===== config.mk =====
export PLATFORM = sky130hd
export DESIGN_NAME = thnq_ctrl
export DESIGN_NICKNAME = d
export VERILOG_FILES = /design/src/sv/assert_macros.svh /design/src/sv/thnq_pkg.sv /design/src/sv/thnq_ctrl.sv
export SDC_FILE = /design/constraint.sdc
export NUM_CORES = 1
export LEC_CHECK = 0
export ABC_AREA = 1
export BUFFER_PORTS_ARGS = -buffer_cell sky130_fd_sc_hd__buf_2
export CAP_MARGIN = 20
export CORE_AREA = 2 2 39 41
export DETAILED_ROUTE_END_ITERATION = 7
export DIE_AREA = 0 0 41 43
export SLEW_MARGIN = 20
export SYNTH_ARGS = -nofsm -noshare
export SYNTH_HDL_FRONTEND = slang
export SYNTH_SLANG_ARGS = --single-unit

===== constraint.sdc =====
create_clock -name clk_i -period 1.4 [get_ports clk_i]
set_input_delay 0.07 -clock clk_i [delete_from_list [all_inputs] [get_ports clk_i]]
set_output_delay 0.07 -clock clk_i [all_outputs]
set_load 0.03 [all_outputs]

===== src/sv/assert_macros.svh =====
// Assertion helpers shared by the RTL. Each use checks on the rising clock edge
// and stays quiet while reset is asserted.
`ifndef ASSERT_MACROS_SVH
`define ASSERT_MACROS_SVH

// The consequent must hold in the same cycle as the antecedent.
`define ASSERT_SAME(label, clk, rst_n, ante, cons) \
  label: assert property (@(posedge clk) disable iff (!rst_n) (ante) |-> (cons)) \
    else $error("same-cycle assertion failed");

// The consequent must hold in the cycle after the antecedent.
`define ASSERT_NEXT(label, clk, rst_n, ante, cons) \
  label: assert property (@(posedge clk) disable iff (!rst_n) (ante) |=> (cons)) \
    else $error("next-cycle assertion failed");

`endif


===== src/sv/thnq_pkg.sv =====
package thnq_pkg;

  // Width of the vertex limit register.
  localparam int unsigned LimW = 7;
  // Width of a vertex number on the ports.
  localparam int unsigned VtxW = 6;
  // Padded widths of the stream data buses.
  localparam int unsigned InDataW  = 16;
  localparam int unsigned OutDataW = 8;

  typedef enum logic [1:0] {
    RD_SEL_A,
    RD_SEL_B,
    RD_SEL_K
  } rd_sel_e;

  typedef enum logic {
    WR_SEL_A,
    WR_SEL_B
  } wr_sel_e;

  // Commands from the controller to the datapath.
  typedef struct packed {
    logic    accept;
    rd_sel_e rd_sel;
    logic    wr_en;
    wr_sel_e wr_sel;
    logic    load_nbrs;
    logic    scan_step;
    logic    finish_acc;
    logic    emit_step;
  } thnq_cmd_t;

  // Status from the datapath to the controller.
  typedef struct packed {
    logic is_query;
    logic item_ok;
    logic scan_last;
    logic out_free;
    logic emit_fin;
  } thnq_stat_t;

endpackage


===== src/sv/thnq_ctrl.sv =====
module thnq_ctrl (
  input  logic                clk_i,
  input  logic                rst_ni,
  input  logic                in_valid_i,
  output logic                in_ready_o,
  input  thnq_pkg::thnq_stat_t stat_i,
  output thnq_pkg::thnq_cmd_t  cmd_o
);

  import thnq_pkg::*;

  typedef enum logic [3:0] {
    ST_IDLE,
    ST_E_RDA,
    ST_E_WRA,
    ST_E_WRB,
    ST_Q_RDA,
    ST_Q_NB,
    ST_Q_SCAN,
    ST_Q_DRAIN,
    ST_EMIT
  } state_e;

  state_e state_q, state_d;

  always_comb begin
    state_d         = state_q;
    cmd_o           = '0;
    cmd_o.rd_sel    = RD_SEL_K;
    cmd_o.wr_sel    = WR_SEL_A;
    unique case (state_q)
      ST_IDLE: begin
        cmd_o.accept = in_valid_i;
        if (in_valid_i) begin
          if (!stat_i.is_query) begin
            state_d = stat_i.item_ok ? ST_E_RDA : ST_IDLE;
          end else begin
            state_d = stat_i.item_ok ? ST_Q_RDA : ST_EMIT;
          end
        end
      end
      ST_E_RDA: begin
        cmd_o.rd_sel = RD_SEL_A;
        state_d      = ST_E_WRA;
      end
      ST_E_WRA: begin
        cmd_o.wr_en  = 1'b1;
        cmd_o.wr_sel = WR_SEL_A;
        cmd_o.rd_sel = RD_SEL_B;
        state_d      = ST_E_WRB;
      end
      ST_E_WRB: begin
        cmd_o.wr_en  = 1'b1;
        cmd_o.wr_sel = WR_SEL_B;
        state_d      = ST_IDLE;
      end
      ST_Q_RDA: begin
        cmd_o.rd_sel = RD_SEL_A;
        state_d      = ST_Q_NB;
      end
      ST_Q_NB: begin
        cmd_o.load_nbrs = 1'b1;
        state_d         = ST_Q_SCAN;
      end
      ST_Q_SCAN: begin
        cmd_o.rd_sel    = RD_SEL_K;
        cmd_o.scan_step = 1'b1;
        if (stat_i.scan_last) begin
          state_d = ST_Q_DRAIN;
        end
      end
      ST_Q_DRAIN: begin
        cmd_o.finish_acc = 1'b1;
        state_d          = ST_EMIT;
      end
      ST_EMIT: begin
        if (stat_i.out_free) begin
          cmd_o.emit_step = 1'b1;
          if (stat_i.emit_fin) begin
            state_d = ST_IDLE;
          end
        end
      end
      default: state_d = ST_IDLE;
    endcase
  end

  always_ff @(posedge clk_i or negedge rst_ni) begin
    if (!rst_ni) begin
      state_q <= ST_IDLE;
    end else begin
      state_q <= state_d;
    end
  end

  assign in_ready_o = (state_q == ST_IDLE);

endmodule


==> key figures <==
Outcome
  • Status: finished clean

Layout
  • Most flops, register: state_q
  • Area taken by multi-input logic gates: 219 um2
  • Ant. Diodes: 0
  • Post-Layout Cell Count: 95
  • Share of post-route cells with drive strength above 1: 48.1%
  • Number of flip-flops in the largest register: 4
  • Layout fillers: 150
  • FF/Latch Area: 103 um2
  • Area Growth Syn to Fin: 48.4%
  • Largest regs: state_q (4)
  • Final #Nets: 89

Drt
  • DR pass1 iterations: 2
  • Max layer used: met4
  • Initial drt markers: 6
  • DR WL/cell: 8.78 um
  • DR vias: 402
  • Remaining DRCs: 0
  • Final Routed Wirelength: 834 um
  • Met3 layer wire length in the routed design: 34 um
  • Met2 wire length: 438 um
  • Post-route ant nets: 0
  • DR vias/cell: 4.23
  • M1 WL: 350 um

CTS
  • Clock latency of the later-clocked register in the worst-skew pair: 0.23 ns
  • CTS tree: yes
  • Root buf cell: clkbuf_4
  • H-tree levels: 1
  • CTS Buf Count: 3
  • Clock Path Buffers: 2
  • Clock slew at reported path FFs: 0.04 ns
  • Clock tree sinks: 4

Yosys
  • Mapped Area: 352 um2
  • Biggest area consumer among synthesized cells: dfrtp_1
  • Syn avg cell area: 6.28 um2
  • Post-synthesis register bit count: 4
  • Syn nets: 64
  • Top_reg_cell synth: dfrtp_1
  • Async set or reset register ratio after synthesis: 100%
  • Synth Instances: 56
  • YS warnings: 0
  • Post-synth cell types: 15
  • Sequential share of the synthesized area: 28.5%
  • Top-area cell type share of the netlist area: 28.5%
  • Synth cell count leaders: 12 x nor2_1, 10 x inv_1, 8 x nand2_1
  • Post-synth EDFFs: 0
  • Top cells by area, synth: dfrtp_1 28%, nor2_1 13%, inv_1 11%
  • Most common cell in the netlist: nor2_1

Worst hold path
  • HP Class: primary input to asynchronous set/reset pin

Worst setup path
  • Critical Path Source: state_q[0]
  • Req. time, crit path: 1.33 ns
  • CP Launch Type: flop
  • Max FO, Critical Path: 6
  • Critical setup path kind: flop to output port
  • Worst R2R Start: state_q[0]
  • CP bufs+invs: 1
  • Crit path DAT: 1.26 ns
  • Slowest CP cell: dfrtp_2
  • Worst-path cell chain: nor2_4 -> nand2_2 -> nor2_1 -> clkbuf_4
  • CP delay by family, top: flip-flops
  • CP peak stage delay: 0.44 ns
  • Crit end category: output port

STA
  • Final setup vio count: 0
  • Tmin final: 1.33 ns
  • Achievable Freq: 752 MHz
  • Final hold vios: 0
  • Tcrit/Tclk final: 94.9%
  • Hold WS: 0.173 ns
  • Max-slew headroom: 87.2%
  • Tightest Pin Transition: 0.190 ns
  • RSZ-0062 raised after global routing: true
  • Clock Skew: 0.00186 ns
  • Slew Limit Fails: 0

Die
  • # IOs: 18
  • Initial Utilization: 25.4%
  • Die ar.: 1760 um2
  • Core box area: 1380 um2
  • Rows: 14
  • Die H: 43 um
  • Die W: 41 um

Global routing
  • Number of global-route vias before repair: 334
  • First-pass GRT wire length: 1370 um
  • Grt ovf: 0
  • Pin count of the biggest net entering global routing: 7
  • Initial antenna violation count: 0
  • GRT Overall Usage: 11.7%

Placed design
  • Routability cong.: 0.799
  • Dpl cells: 89
  • Buffers on Ports: 17
  • DP HPWL: 696 um

Run
  • Max-cap violations: 0

Power
  • Internal: 580 uW
  • Switch share: 56.4%
  • Clock power share: 10.7%
  • Reg power frac: 20.0%
  • Combinational share of power: 69.3%
  • Total power: 1.33 mW
  • Leakage: 0.302 nW
  • Switching Power: 749 uW
  • Cell area power density: 2550 nW/um2
  • Peak VDD IR: 1020 uV
placed cells by master (no fill, tap or decap), types with 2 or more instances in the layout:
| cell type | count |
|---|---|
| buf_2 | 16 |
| nand2_1 | 7 |
| inv_1 | 10 |
| buf_4 | 2 |
| dfrtp_2 | 2 |
| o21ai_2 | 2 |
| dfrtp_1 | 2 |
| nor2_4 | 4 |
| o21ai_0 | 2 |
| inv_2 | 2 |
| nand2_2 | 3 |
| clkbuf_4 | 4 |
| nor2_1 | 12 |
| nor2_2 | 2 |
| nand3_1 | 4 |
worst register-to-register path, stage by stage (launching register included):
cell and delay, ns:
dfrtp_2 0.44, nor2_4 0.20, buf_4 0.14, nand3_1 0.10
nand2_1 0.10, o21ai_2 0.06
repair_timing:
action	4_1_cts	5_1_grt
hold buffers	1	0
setup buffers	0	2
gates resized for setup	0	6
endpoints found under the hold margin	4	0
setup endpoints to repair	0	9
power groups by stage:
| stage | sequential (mW) | clock, mW | combinational (mW) |
|---|---|---|---|
| global placement | 0.246 | 0 | 0.846 |
| finish | 0.266 | 0.142 | 0.921 |
| global route | 0.275 | 0.150 | 1.02 |
| floorplan | 0.240 | 0 | 0.656 |
| CTS | 0.249 | 0.145 | 0.851 |
| detailed placement | 0.250 | 0 | 0.846 |
logic make-up (layout without fill, tap and decap cells):
| family | Yosys count | after routing | synth area share, % |
|---|---|---|---|
| and+or+nand+nor | 35 | 35 | 49.5 |
| DFF | 4 | 4 | 28.5 |
| buffers and inverters | 12 | 35 | 12.8 |
| AOI/OAI and AO/OA | 5 | 5 | 9.25 |
path summary, 6_finish.rpt:
check,to,slack (ns),cells past startpoint
worst max-delay path,cmd_o[8],0.07,4
worst min-delay path,state_q[2],0.17,2
worst max register to register,state_q[3],0.25,5
worst min register to register,state_q[1],0.56,1
max in group asynchronous,state_q[3],1.09,2
min in group clk_i,state_q[2],0.18,5
layout make-up:
cell class	instances	area share, %
clock buffer	3	4.32
inverter	12	8.63
multi-input combinational	40	42.0
sequential	4	19.7
tap	16	3.84
timing repair buffer	20	21.6
stage by stage:
step	worst slack (ns)	util, %	cell area (um2)	setup TNS, ns
5_1_grt	-0.0115	37.7	522	-0.0143
3_3_place_gp	0.282	33.0	457	0
2_1_floorplan	0.228	-	352	0
4_1_cts	0.00396	35.4	489	0
3_5_place_dp	0.253	33.0	457	0
6_report	0.0708	37.7	522	0
routing by layer:
layer  track usage, %  vias to the layer above
met5                0                        -
met4             8.00                        0
met3             3.14                        2
met2             17.2                       11
met1             14.0                      171
li1                 -                      218
Power figures use the tool's default switching activity.
